$ cat src/usf_pkg.sv
package usf_pkg;

	localparam int POSITION_BITS_DEFAULT = 16;
	localparam int OUT_POS_W             = 16;
	localparam int QUEUE_DEPTH           = 2;

	// separator progress through "://"
	typedef enum logic [1:0] {
		SEP_NONE  = 2'd0,
		SEP_COLON = 2'd1,
		SEP_SLASH = 2'd2,
		SEP_FULL  = 2'd3
	} sep_stage_t;

	// classified byte handed from front to back
	typedef struct packed {
		logic letter;
		logic url_char;
		logic colon;
		logic slash;
		logic last;
	} byte_class_t;

	function automatic logic is_letter(input logic [7:0] c);
		is_letter = (c >= "a" && c <= "z") || (c >= "A" && c <= "Z");
	endfunction

	function automatic logic is_url_char(input logic [7:0] c);
		logic punct;
		punct = 1'b0;
		case (c)
			"~", ";", "?", ":", "@", "=", "&", "$", "-", "_",
			".", "+", "!", "*", "'", "(", ")", ",", "/": punct = 1'b1;
			default: punct = 1'b0;
		endcase
		is_url_char = is_letter(c) || (c >= "0" && c <= "9") || punct;
	endfunction

endpackage

$ cat src/usf_front.sv
module usf_front
	import usf_pkg::*;
(
	input  logic        clk,
	input  logic        arst_n,
	input  logic        text_valid,
	output logic        text_stall,
	input  logic [7:0]  text_byte,
	input  logic        text_last,
	output logic        push,
	output byte_class_t push_class,
	input  logic        queue_full
);

	logic        valid_s1;
	byte_class_t class_s1;
	logic        advance;

	assign push       = valid_s1 && !queue_full;
	assign push_class = class_s1;
	assign text_stall = valid_s1 && queue_full;
	assign advance    = text_valid && !text_stall;

	always_ff @(posedge clk or negedge arst_n) begin
		if (!arst_n) begin
			valid_s1 <= 1'b0;
		end else if (advance) begin
			valid_s1 <= 1'b1;
		end else if (push) begin
			valid_s1 <= 1'b0;
		end
	end

	always_ff @(posedge clk) begin
		if (advance) begin
			class_s1.letter   <= is_letter(text_byte);
			class_s1.url_char <= is_url_char(text_byte);
			class_s1.colon    <= (text_byte == ":");
			class_s1.slash    <= (text_byte == "/");
			class_s1.last     <= text_last;
		end
	end

endmodule

$ cat src/usf_queue.sv
module usf_queue
	import usf_pkg::*;
(
	input  logic        clk,
	input  logic        arst_n,
	input  logic        push,
	input  byte_class_t push_class,
	output logic        full,
	input  logic        pop,
	output logic        nonempty,
	output byte_class_t head_class
);

	localparam int PTR_W = $clog2(QUEUE_DEPTH);
	localparam int CNT_W = $clog2(QUEUE_DEPTH + 1);

	byte_class_t       mem_q [QUEUE_DEPTH];
	logic [PTR_W-1:0]  wr_ptr_q;
	logic [PTR_W-1:0]  rd_ptr_q;
	logic [CNT_W-1:0]  count_q;

	assign full       = (count_q == CNT_W'(QUEUE_DEPTH));
	assign nonempty   = (count_q != '0);
	assign head_class = mem_q[rd_ptr_q];

	function automatic logic [PTR_W-1:0] ptr_inc(input logic [PTR_W-1:0] p);
		ptr_inc = (p == PTR_W'(QUEUE_DEPTH - 1)) ? '0 : p + 1'b1;
	endfunction

	always_ff @(posedge clk or negedge arst_n) begin
		if (!arst_n) begin
			wr_ptr_q <= '0;
			rd_ptr_q <= '0;
			count_q  <= '0;
		end else begin
			if (push) wr_ptr_q <= ptr_inc(wr_ptr_q);
			if (pop)  rd_ptr_q <= ptr_inc(rd_ptr_q);
			if (push && !pop)      count_q <= count_q + 1'b1;
			else if (pop && !push) count_q <= count_q - 1'b1;
		end
	end

	always_ff @(posedge clk) begin
		if (push) mem_q[wr_ptr_q] <= push_class;
	end

endmodule

$ cat src/usf_back.sv
module usf_back
	import usf_pkg::*;
#(
	parameter int POSITION_BITS = POSITION_BITS_DEFAULT
) (
	input  logic                 clk,
	input  logic                 arst_n,
	input  logic                 nonempty,
	input  byte_class_t          head_class,
	output logic                 pop,
	output logic                 span_valid,
	input  logic                 span_stall,
	output logic                 url_found,
	output logic [OUT_POS_W-1:0] url_start,
	output logic [OUT_POS_W-1:0] url_stop,
	output logic                 text_done
);

	localparam int P = POSITION_BITS;

	logic [P-1:0] pos_q, run_start_q, cand_start_q;
	logic         run_live_q, cand_scheme_q, inside_q;
	sep_stage_t   sep_q;

	logic [P-1:0] pos_d, run_start_d, cand_start_d, pos_inc, start_c, stop_c;
	logic         run_live_d, cand_scheme_d, inside_d, found_c, emit;
	sep_stage_t   sep_d;

	logic                 out_valid_q, found_q, done_q;
	logic [OUT_POS_W-1:0] start_q, stop_q;

	assign pop     = nonempty && (!out_valid_q || !span_stall);
	assign pos_inc = (pos_q == {P{1'b1}}) ? pos_q : pos_q + 1'b1;

	always_comb begin
		pos_d         = pos_inc;
		run_start_d   = run_start_q;
		run_live_d    = run_live_q;
		cand_start_d  = cand_start_q;
		cand_scheme_d = cand_scheme_q;
		inside_d      = inside_q;
		sep_d         = sep_q;
		found_c       = 1'b0;
		start_c       = '0;
		stop_c        = '0;
		if (inside_q) begin
			if (head_class.url_char) begin
				if (head_class.last) begin
					found_c = 1'b1;
					start_c = cand_start_q;
					stop_c  = pos_inc;
				end
			end else begin
				found_c  = 1'b1;
				start_c  = cand_start_q;
				stop_c   = pos_q;
				inside_d = 1'b0;
			end
			sep_d      = SEP_NONE;
			run_live_d = 1'b0;
		end else if (sep_q == SEP_FULL && cand_scheme_q && head_class.url_char) begin
			inside_d   = 1'b1;
			sep_d      = SEP_NONE;
			run_live_d = 1'b0;
			if (head_class.last) begin
				found_c = 1'b1;
				start_c = cand_start_q;
				stop_c  = pos_inc;
			end
		end else begin
			if (head_class.colon) begin
				sep_d         = SEP_COLON;
				cand_start_d  = run_start_q;
				cand_scheme_d = run_live_q;
			end else if (head_class.slash && sep_q == SEP_COLON) begin
				sep_d = SEP_SLASH;
			end else if (head_class.slash && sep_q == SEP_SLASH) begin
				sep_d = SEP_FULL;
			end else begin
				sep_d = SEP_NONE;
			end
			if (head_class.letter) begin
				if (!run_live_q) begin
					run_start_d = pos_q;
					run_live_d  = 1'b1;
				end
			end else begin
				run_live_d = 1'b0;
			end
		end
		emit = found_c || head_class.last;
	end

	always_ff @(posedge clk or negedge arst_n) begin
		if (!arst_n) begin
			pos_q         <= '0;
			run_start_q   <= '0;
			run_live_q    <= 1'b0;
			cand_start_q  <= '0;
			cand_scheme_q <= 1'b0;
			inside_q      <= 1'b0;
			sep_q         <= SEP_NONE;
			out_valid_q   <= 1'b0;
		end else begin
			if (pop) begin
				if (head_class.last) begin
					pos_q         <= '0;
					run_start_q   <= '0;
					run_live_q    <= 1'b0;
					cand_start_q  <= '0;
					cand_scheme_q <= 1'b0;
					inside_q      <= 1'b0;
					sep_q         <= SEP_NONE;
				end else begin
					pos_q         <= pos_d;
					run_start_q   <= run_start_d;
					run_live_q    <= run_live_d;
					cand_start_q  <= cand_start_d;
					cand_scheme_q <= cand_scheme_d;
					inside_q      <= inside_d;
					sep_q         <= sep_d;
				end
				out_valid_q <= emit;
			end else if (!span_stall) begin
				out_valid_q <= 1'b0;
			end
		end
	end

	always_ff @(posedge clk) begin
		if (pop && emit) begin
			found_q <= found_c;
			start_q <= OUT_POS_W'(start_c);
			stop_q  <= OUT_POS_W'(stop_c);
			done_q  <= head_class.last;
		end
	end

	assign span_valid = out_valid_q;
	assign url_found  = found_q;
	assign url_start  = start_q;
	assign url_stop   = stop_q;
	assign text_done  = done_q;

endmodule

$ cat src/url_span_finder_core.sv
// url_span_finder_core: streaming URL span finder.
// Text channel (text_valid/text_stall): one byte per request, text_last on
// the final byte of a text. A URL is a run of letters, "://", then one or
// more URL characters (letters, digits, '/' and ~;?:@=&$-_.+!*'(),).
// Span channel (span_valid/span_stall): one request per URL found, with
// url_start at the first scheme letter and url_stop just past the URL.
// The final byte of a text always yields a request with text_done set;
// it also carries the span when a URL ends there. Other requests have
// url_found set; url_start/url_stop read zero when url_found is clear.
// Positions saturate at 2^POSITION_BITS-1; ports carry the low 16 bits.
// A byte that closes a URL passes the classify register, the queue and the
// output register before its request shows.
// Throughput: one byte per cycle while the span output is not stalled, set by
// the state update in the back end; a stalled span output holds the back end
// while the 2-entry queue and classify stage keep taking bytes until they fill.
// Reset (arst_n low) empties the pipeline and returns the scan to the start
// of a text at position zero.
module url_span_finder_core
	import usf_pkg::*;
#(
	parameter int POSITION_BITS = POSITION_BITS_DEFAULT
) (
	input  logic                 clk,
	input  logic                 arst_n,
	input  logic                 text_valid,
	output logic                 text_stall,
	input  logic [7:0]           text_byte,
	input  logic                 text_last,
	output logic                 span_valid,
	input  logic                 span_stall,
	output logic                 url_found,
	output logic [OUT_POS_W-1:0] url_start,
	output logic [OUT_POS_W-1:0] url_stop,
	output logic                 text_done
);

	// front -> queue
	logic        push;
	byte_class_t push_class;
	logic        queue_full;

	// queue -> back
	logic        pop;
	logic        nonempty;
	byte_class_t head_class;

	// Front: accept the byte and reduce it to its character classes.
	usf_front u_front (
		.clk        (clk),
		.arst_n     (arst_n),
		.text_valid (text_valid),
		.text_stall (text_stall),
		.text_byte  (text_byte),
		.text_last  (text_last),
		.push       (push),
		.push_class (push_class),
		.queue_full (queue_full)
	);

	// Short queue so a stalled output does not immediately stall the input.
	usf_queue u_queue (
		.clk        (clk),
		.arst_n     (arst_n),
		.push       (push),
		.push_class (push_class),
		.full       (queue_full),
		.pop        (pop),
		.nonempty   (nonempty),
		.head_class (head_class)
	);

	// Back: scanner state machine and registered span output.
	usf_back #(
		.POSITION_BITS (POSITION_BITS)
	) u_back (
		.clk        (clk),
		.arst_n     (arst_n),
		.nonempty   (nonempty),
		.head_class (head_class),
		.pop        (pop),
		.span_valid (span_valid),
		.span_stall (span_stall),
		.url_found  (url_found),
		.url_start  (url_start),
		.url_stop   (url_stop),
		.text_done  (text_done)
	);

endmodule

$ cat config.mk
export PLATFORM = sky130hd
export DESIGN_NAME = url_span_finder_core
export DESIGN_NICKNAME = d
export VERILOG_FILES = /design/src/usf_pkg.sv /design/src/usf_front.sv /design/src/usf_queue.sv /design/src/usf_back.sv /design/src/url_span_finder_core.sv
export SDC_FILE = /design/constraint.sdc
export NUM_CORES = 1
export LEC_CHECK = 0
export BUFFER_PORTS_ARGS = -buffer_cell sky130_fd_sc_hd__buf_4
export CAP_MARGIN = 20
export CORE_ASPECT_RATIO = 1.25
export CORE_UTILIZATION = 50
export CTS_BUF_LIST = sky130_fd_sc_hd__clkbuf_4 sky130_fd_sc_hd__clkbuf_8
export DETAILED_ROUTE_END_ITERATION = 10
export PLACE_DENSITY = 0.77
export SLEW_MARGIN = 25
export SYNTH_ARGS = -nofsm -noshare
export SYNTH_HDL_FRONTEND = slang
export SYNTH_SLANG_ARGS = --single-unit
$ cat constraint.sdc
create_clock -name clk -period 3.2 [get_ports clk]
set_clock_uncertainty 0.15 [all_clocks]
set_input_delay 0.32 -clock clk [delete_from_list [all_inputs] [get_ports clk]]
set_output_delay 0.32 -clock clk [all_outputs]
set_load 0.01 [all_outputs]
==> PnR_summary.wiki, run 1 <==
{| class="wikitable"
! Metric !! Value
|-
| Internal || a little under 0.003 W
|-
| Share of final-layout standard cells stronger than drive strength 1 || between 10% and 20%
|-
| Total standard cell area after synthesis || 4980 um2
|-
| Clock period minus worst slack || around 2.6 ns
|-
| Sequential group share of total power || a little under half
|-
| Worst slew pin tran || around 0.76 ns
|-
| Part of the power in the clock network || between 20% and 30%
|-
| Area enclosed by the die boundary || 10400 um2
|-
| Number of cells produced by synthesis || 431
|-
| DP Area || between 5000 and 6000 um2
|-
| Synth Area in Compound Gates || ~19%
|-
| Initial standard-cell utilization of the core || between 50% and 60%
|-
| Critical Path Start Type || register
|-
| Nets || a little under 500
|-
| Count of port buffers added during placement || 48
|-
| Number of maximum-capacitance violations || 0
|-
| Final setup violation count || 0
|-
| Sw power || around 0.0016 W
|-
| Total nets after synthesis || roughly 450
|-
| EDFF count, synth || 49
|-
| # H-tree levels || 3
|-
| Vias/cell || just over 6
|-
| Commonest non-fill, non-tap cells in the layout || sky130_fd_sc_hd__dfrtp_1, sky130_fd_sc_hd__buf_4, sky130_fd_sc_hd__edfxtp_1, sky130_fd_sc_hd__a22o_1, sky130_fd_sc_hd__nand2_1
|-
| Root buf cell || sky130_fd_sc_hd__clkbuf_8
|-
| Final antenna-violating net count || 0
|-
| Worst path max stage delay || about 0.62 ns
|-
| Number of hold-slack violations in the final timing report || 0
|-
| Clock insertion delay at the later pin of the skew report || roughly 0.38 ns
|-
| Total vias in the final route || roughly 3600
|-
| CTS tree || yes
|-
| Maximum vdd ir drop || around 0.00063 V
|-
| Max Transition Viols Final || 0
|-
| Number of diodes added for antenna fixing || 0
|-
| Residual overflow from global routing || 0
|-
| Final critical-path share of the clock period || between 80% and 90%
|-
| Cell variety after synth || 57
|-
| Number of detailed-route iterations in the first pass || 4
|-
| Clock-pin slew reported for the worst setup and hold paths after clock tree synthesis || around 0.11 ns
|-
| Adder-cell area share of the yosys netlist || less than 1%
|-
| Min-Delay Path Class || input pin to register
|-
| Placed wire-length estimate after detailed placement || 7110 um
|-
| Post-synthesis mux area share || ~1.5%
|-
| Final non-filler cell area || approximately 5700 um2
|-
| Logic pwr share || ~32%
|-
| Total power density per cell area || 789 nW/um2
|-
| Worst-case setup slack after placement || ~0.63 ns
|-
| Proportion of register bits with asynchronous set or reset after synthesis || a little over half
|-
| Critical path, cell by cell || mux2_2 -> a2111o_1 -> nor3_4 -> a22o_1
|-
| Required time of the worst setup path || roughly 3.4 ns
|-
| Via count of the first global-routing pass || 3410
|-
| Area Overhead vs Synth || 14.7%
|-
| IO Count || between 40 and 50
|-
| Mean routed wirelength per cell || 17.0 um
|-
| Leading cell type in the layout, fill and taps excluded || sky130_fd_sc_hd__dfrtp_1
|-
| Fraction of power spent switching nets || 35.1%
|-
| Worst setup path class || register to register
|-
| Sequential cell area fraction in the yosys report || between 50 and 60%
|-
| Largest net degree at the start of global routing || 60
|-
| Std-Cell Rows || 40
|-
| Total power consumption of the routed design || roughly 0.0045 W
|-
| Most used flip-flop cell after synthesis || sky130_fd_sc_hd__dfrtp_1
|-
| Number of buffers inserted by post-CTS setup repair || 0
|-
| Register bit total from synthesis || approximately 110
|-
| Final worst slack || 0.608 ns
|-
| DRC violations left || 0
|-
| Arrival time worst endpoint || about 2.8 ns
|-
| Final RePlAce weighted congestion || about 0.88
|-
| Number of DRC markers in iteration 0 || 264
|-
| Post-cts repair resize count || 0
|-
| Vertical die dimension || ~110 um
|-
| Number of buffers created by CTS || 9
|-
| Leakage power figure || 2.29 nW
|-
| Initial antenna violation count || 0
|-
| Clock sink total || about 110
|-
| Die outline width || between 90 and 100 um
|-
| Accumulated negative setup slack || 0 ns
|-
| Mean Syn Cell Area || 11.6 um2
|-
| Endpoint class of the critical path || register
|-
| First-pass GRT wire length || ~17000 um
|-
| Warnings from Yosys || 0
|-
| Synth Area in XOR/XNOR || less than 1%
|-
| Buffer levels on the longest clock path || 2
|-
| Core area || around 9700 um2
|-
| Worst relative slew slack || approximately half
|-
| Status || finished clean
|-
| Unrepaired setup endpoints after global routing || false
|-
| Highest clock rate || between 0.3 and 0.4 GHz
|-
| Slowest-stage cell, CP || sky130_fd_sc_hd__dfrtp_1
|-
| Final Hold Slack || a little over 0.02 ns
|-
| DRT Wirelength || between 10000 and 15000 um
|-
| All-Layer GR Usage || approximately a fifth
|-
| Simple logic cell fraction of the synthesized area || between 10% and 20%
|-
| Dominant combinational cell family by area after synthesis || compound AO/OA/AOI/OAI gates
|-
| Crit Path Max Fanout || 16
|}
## worst max-delay path, delay by kind of cell (launching register included)
family             cells  cell delay, ns
AOI/OAI and AO/OA      2            0.77
DFF                    1            0.62
and+or+nand+nor        1            0.55
muxes                  1            0.43
## power by group through the flow
stage	registers [W]	clock network, W	logic (W)
3_5_place_dp	0.00217	0	0.00144
6_report	0.00214	0.000930	0.00144
3_3_place_gp	0.00215	0	0.00140
2_1_floorplan	0.00213	0	0.000894
4_1_cts	0.00214	0.000933	0.00144
5_1_grt	0.00218	0.000989	0.00157
## what timing repair did
item | CTS | global route
endpoints found under the setup margin | 0 | 0
hold buffers | 3 | 0
hold endpoints to repair | 61 | 0
## cell usage after synthesis, types with 3 or more instances
| master | number | area share, % |
|---|---|---|
| sky130_fd_sc_hd__dfrtp_1 | 59 | 30 |
| sky130_fd_sc_hd__edfxtp_1 | 49 | 30 |
| sky130_fd_sc_hd__a22o_1 | 35 | 6.2 |
| sky130_fd_sc_hd__nand2_1 | 32 | 2.4 |
| sky130_fd_sc_hd__a21oi_1 | 24 | 2.4 |
| sky130_fd_sc_hd__clkbuf_1 | 24 | 1.8 |
| sky130_fd_sc_hd__nand3_1 | 21 | 2.1 |
| sky130_fd_sc_hd__o21ai_0 | 20 | 2.0 |
| sky130_fd_sc_hd__and2_1 | 18 | 2.3 |
| sky130_fd_sc_hd__a31oi_1 | 13 | 1.6 |
| sky130_fd_sc_hd__nor2_1 | 11 | 0.83 |
| sky130_fd_sc_hd__inv_1 | 9 | 0.68 |
| sky130_fd_sc_hd__nand4_1 | 8 | 1.0 |
| sky130_fd_sc_hd__a211oi_1 | 6 | 0.90 |
| sky130_fd_sc_hd__nand3b_1 | 6 | 0.90 |
| sky130_fd_sc_hd__nor4_1 | 6 | 0.75 |
| sky130_fd_sc_hd__o211ai_1 | 6 | 0.90 |
| sky130_fd_sc_hd__and4_1 | 5 | 0.88 |
| sky130_fd_sc_hd__nand2b_1 | 5 | 0.63 |
| sky130_fd_sc_hd__and3_1 | 4 | 0.50 |
| sky130_fd_sc_hd__mux2i_1 | 4 | 0.80 |
| sky130_fd_sc_hd__nor3_1 | 4 | 0.40 |
| sky130_fd_sc_hd__o31ai_1 | 4 | 0.60 |
| sky130_fd_sc_hd__or3_1 | 4 | 0.50 |
| sky130_fd_sc_hd__or4_1 | 4 | 0.60 |
| sky130_fd_sc_hd__a211o_1 | 3 | 0.53 |
| sky130_fd_sc_hd__buf_2 | 3 | 0.30 |
| sky130_fd_sc_hd__o32ai_1 | 3 | 0.53 |
| sky130_fd_sc_hd__xnor2_1 | 3 | 0.53 |
## routing by layer
metal | GRT usage (%) | vias up | share of wire, % | wire length, um
met4 | 10.1 | 0 | 2.0 | 201
met5 | 0 | - | 0 | 0
li1 | - | 1735 | - | -
met1 | 28.1 | 1719 | 43 | 4390
met3 | 3.60 | 19 | 5.9 | 608
met2 | 33.6 | 158 | 49 | 5070
## sequential cells by signal (all words and copies together), names as in the netlist
name / count
u_queue.rd_ptr_q: 1
u_front.push_class: 5
u_front.valid_s1: 1
u_back.url_found: 1
u_queue.wr_ptr_q: 1
u_back.cand_start_q: 16
u_back.run_live_q: 1
u_back.span_valid: 1
u_back.url_stop: 16
u_queue.count_q: 2
u_back.cand_scheme_q: 1
u_back.sep_q: 2
u_back.text_done: 1
u_back.url_start: 16
u_back.pos_q: 16
u_queue.mem_q: 10
u_back.inside_q: 1
u_back.run_start_q: 16
## metrics by stage
stage,std cells,utilization [%]
after floorplan,431,-
after global placement,583,56.5
after detailed placement,583,56.5
after CTS,602,59.1
after global routing,602,59.2
final,602,59.2
## kinds of logic after synthesis
kind of cell | Yosys count
multiplexers | 6
flip-flops | 108
XOR/XNOR | 5
AND/OR/NAND/NOR | 135
adder cells (fa/ha/maj) | 2
AO/OA/AOI/OAI | 133
buffers and inverters | 42
## final cells by class
class / count / area, um2
clock inverters: 5 / 81.3
well taps: 126 / 158
inverters: 11 / 41.3
flip-flops and latches: 108 / 2950
fillers: 783 / 3940
clock buffers: 11 / 145
repair buffers: 60 / 470
multi-input cells: 281 / 1870
## worst paths after layout
path	from	end	slack, ns	cells past startpoint
max in group asynchronous	arst_n	u_queue.wr_ptr_q	1.98	2
min in group asynchronous	arst_n	u_back.pos_q[12]	0.40	2
setup / recovery	u_queue.rd_ptr_q	u_back.run_start_q[7]	0.61	4
hold reg to reg	u_front.push_class[0]	u_queue.mem_q[0][0]	0.29	0
hold / removal	span_stall	u_back.span_valid	0.02	2
setup reg to reg	u_queue.rd_ptr_q	u_back.run_start_q[7]	0.61	4
Note: power is estimated with default switching activity, not from simulation.
==> inputs of run 2 (changes only) <==
Clock period 3.2 ns to 2.3 ns, I/O delays scaled along.
==> PnR_summary.wiki, run 2 (synthesis results as in run 1) <==
{| class="wikitable"
! Metric !! Value
|-
| Number of buffers created by CTS || 9 (unchanged)
|-
| Leading cell type in the layout, fill and taps excluded || sky130_fd_sc_hd__buf_4
|-
| Sequential group share of total power || 45.8% (-1.6 points)
|-
| Number of hold-slack violations in the final timing report || 0 (unchanged)
|-
| Number of maximum-capacitance violations || 0 (unchanged)
|-
| Dominant delay contributor by cell family on the critical path || compound AO/OA/AOI/OAI gates
|-
| Fillers || 766 (-2.2%)
|-
| Worst R2R Path Depth || 4 (unchanged)
|-
| Slowest-stage cell, CP || sky130_fd_sc_hd__a2111o_1
|-
| Via count of the first global-routing pass || 3589 (+5.2%)
|-
| Area enclosed by the die boundary || 10400 um2 (unchanged)
|-
| Share of final-layout standard cells stronger than drive strength 1 || 21.8% (+3.9 points)
|-
| Part of the power in the clock network || 18.8% (-1.8 points)
|-
| Grt met1 use || 27.8% (-0.30 points)
|-
| Critical Path Start Type || register
|-
| Worst relative slew slack || 49.6% (+0.24 points)
|-
| Buffer levels on the longest clock path || 2 (unchanged)
|-
| Max Transition Viols Final || 0 (unchanged)
|-
| Fraction of power spent switching nets || 35.9% (+0.79 points)
|-
| Accumulated negative setup slack || 0 ns (unchanged)
|-
| GR peak layer || met2
|-
| Logic pwr share || 35.4% (+3.4 points)
|-
| Total power density per cell area || 1070 nW/um2 (+36%)
|-
| Clock insertion delay at the later pin of the skew report || 0.38 ns (about the same)
|-
| Area Overhead vs Synth || 18.1%
|-
| Critical path, cell by cell || mux2_2 -> a2111o_1 -> nor2_4 -> a22o_1
|-
| Source of the critical timing path || u_queue.rd_ptr_q
|-
| Maximum vdd ir drop || 0.000830 V (+32%)
|-
| Crit path depth || 4 (unchanged)
|-
| Count of port buffers added during placement || 48 (unchanged)
|-
| Total vias in the final route || 3733 (+2.8%)
|-
| Initial antenna violation count || 0 (unchanged)
|-
| Launching point of the worst reg2reg path || u_queue.rd_ptr_q
|-
| CTS tree || yes
|-
| Worst path max stage delay || 0.55 ns (-0.07 ns)
|-
| Root buf cell || sky130_fd_sc_hd__clkbuf_8
|-
| All-Layer GR Usage || 22.0% (+0.99 points)
|-
| Commonest non-fill, non-tap cells in the layout || sky130_fd_sc_hd__buf_4, sky130_fd_sc_hd__dfrtp_1, sky130_fd_sc_hd__edfxtp_1, sky130_fd_sc_hd__a22o_1, sky130_fd_sc_hd__nand2_1
|-
| Clock-pin slew reported for the worst setup and hold paths after clock tree synthesis || 0.11 ns (about the same)
|-
| Grt met2 use || 36.0% (+2.4 points)
|-
| First-pass GRT wire length || 17500 um (+3.8%)
|-
| Total power consumption of the routed design || 0.00631 W (+40%)
|-
| Mean routed wirelength per cell || 17.3 um (+1.3%)
|-
| Initial standard-cell utilization of the core || 51.6% (unchanged)
|-
| Std-Cell Rows || 40 (unchanged)
|-
| Number of buffers and inverters on the critical path || 0 (unchanged)
|-
| Worst slew pin tran || 0.757 ns (-0.00354 ns)
|-
| Clock period minus worst slack || 2.19 ns (-0.400 ns)
|-
| Number of DRC markers in iteration 0 || 216 (-18%)
|-
| Leakage power figure || 2.40 nW (+4.7%)
|-
| Global-route track usage on met3 || 4.00% (+0.40 points)
|-
| Unrepaired setup endpoints after global routing || false
|-
| Sw power || 0.00227 W (+43%)
|-
| Required time of the worst setup path || 2.46 ns (-0.90 ns)
|-
| Status || finished clean
|-
| Worst setup path class || register to register
|-
| Arrival time worst endpoint || 2.35 ns (-0.40 ns)
|-
| CP Capture Point || u_back.cand_start_q[3]
|-
| Number of buffers inserted by post-CTS setup repair || 0 (unchanged)
|-
| Largest net degree at the start of global routing || 60 (unchanged)
|-
| Final critical-path share of the clock period || 95.3% (+14 points)
|-
| Min-Delay Path Class || input pin to register
|-
| Final setup violation count || 0 (unchanged)
|-
| Endpoint of the lowest-slack register-to-register path || u_back.cand_start_q[3]
|-
| Endpoint class of the critical path || register
|-
| Vertical die dimension || 114 um (unchanged)
|-
| # H-tree levels || 3 (unchanged)
|-
| DRC violations left || 0 (unchanged)
|-
| Vias/cell || 5.96 (-1.1%)
|-
| IO Count || 49 (unchanged)
|-
| Combined flip-flop and latch cell area || 2950 um2 (about the same)
|-
| Internal || 0.00405 W (+38%)
|-
| Placed wire-length estimate after detailed placement || 7480 um (+5.1%)
|-
| Minimum setup slack among reg-to-reg paths || 0.11 ns (-0.50 ns)
|-
| Final RePlAce weighted congestion || 0.886 (+0.15%)
|-
| Core area || 9660 um2 (unchanged)
|-
| DRT Wirelength || 10800 um (+5.3%)
|-
| Die outline width || 91.3 um (unchanged)
|-
| Residual overflow from global routing || 0 (unchanged)
|-
| Final antenna-violating net count || 0 (unchanged)
|-
| Crit Path Max Fanout || 17 (+1)
|-
| Number of diodes added for antenna fixing || 0 (unchanged)
|-
| Clock sink total || 108 (unchanged)
|-
| Highest clock rate || 0.456 GHz (+18%)
|-
| Area used by multi-input combinational logic || 1870 um2 (-0.20%)
|-
| Number of detailed-route iterations in the first pass || 5 (+1)
|-
| Nets || 510 (+4.9%)
|}
-- run 2: per-layer routing --
metal	part of all wire (%)	wire, um
met1	44	4710
met2	49	5260
met3	4.4	479
met4	3.4	365
met5	0	0
-- run 2: cell type report --
| class | count | share of cell area [%] |
|---|---|---|
| flip-flops and latches | 108 | 50.1 |
| clock inverters | 6 | 1.17 |
| well taps | 126 | 2.68 |
| multi-input cells | 281 | 31.8 |
| inverters | 11 | 0.702 |
| clock buffers | 10 | 2.23 |
| repair buffers | 84 | 11.3 |
-- run 2: what timing repair did --
item | CTS | global route
gates resized for setup | 0 | 1
endpoints found under the hold margin | 62 | 0
hold buffers | 4 | 0
setup endpoints to repair | 0 | 27
-- run 2: worst register-to-register path: stages, from the launching register on --
cell	delay [ns]
sky130_fd_sc_hd__dfrtp_2	0.46
sky130_fd_sc_hd__mux2_2	0.40
sky130_fd_sc_hd__a2111o_1	0.55
sky130_fd_sc_hd__nor2_4	0.35
sky130_fd_sc_hd__a22o_1	0.21
-- run 2: power by group through the flow --
stage	clock network (W)	registers, W	logic (W)
2_1_floorplan	0	0.00296	0.00126
3_3_place_gp	0	0.00290	0.00216
3_5_place_dp	0	0.00293	0.00222
4_1_cts	0.00121	0.00289	0.00224
5_1_grt	0.00127	0.00294	0.00245
6_report	0.00119	0.00289	0.00223
-- run 2: how the worst min path moves through the flow --
| stage | start | end | slack (ns) | cells after the start |
|---|---|---|---|---|
| floorplan | arst_n | u_back.cand_scheme_q | -0.22 | 0 |
| global placement | arst_n | u_back.cand_start_q[8] | 0.19 | 1 |
| detailed placement | arst_n | u_back.cand_start_q[11] | 0.20 | 1 |
| CTS | text_byte[4] | u_front.push_class[1] | 0.03 | 2 |
| global route | text_byte[4] | u_front.push_class[1] | 0.05 | 2 |
| finish | text_byte[4] | u_front.push_class[1] | 0.05 | 2 |
-- run 2: per-stage QoR --
stage / instances / util (%) / instance area, um2 / hold WS [ns] / setup slack (ns)
floorplan: 431 / - / 4990 / -0.216 / 0.0392
detailed placement: 606 / 58.4 / 5640 / 0.198 / 0.0752
global placement: 606 / 58.4 / 5640 / 0.192 / 0.148
global route: 626 / 60.9 / 5880 / 0.0515 / 0.0221
finish: 626 / 60.9 / 5880 / 0.0511 / 0.108
CTS: 626 / 60.9 / 5880 / 0.0330 / 0.0412
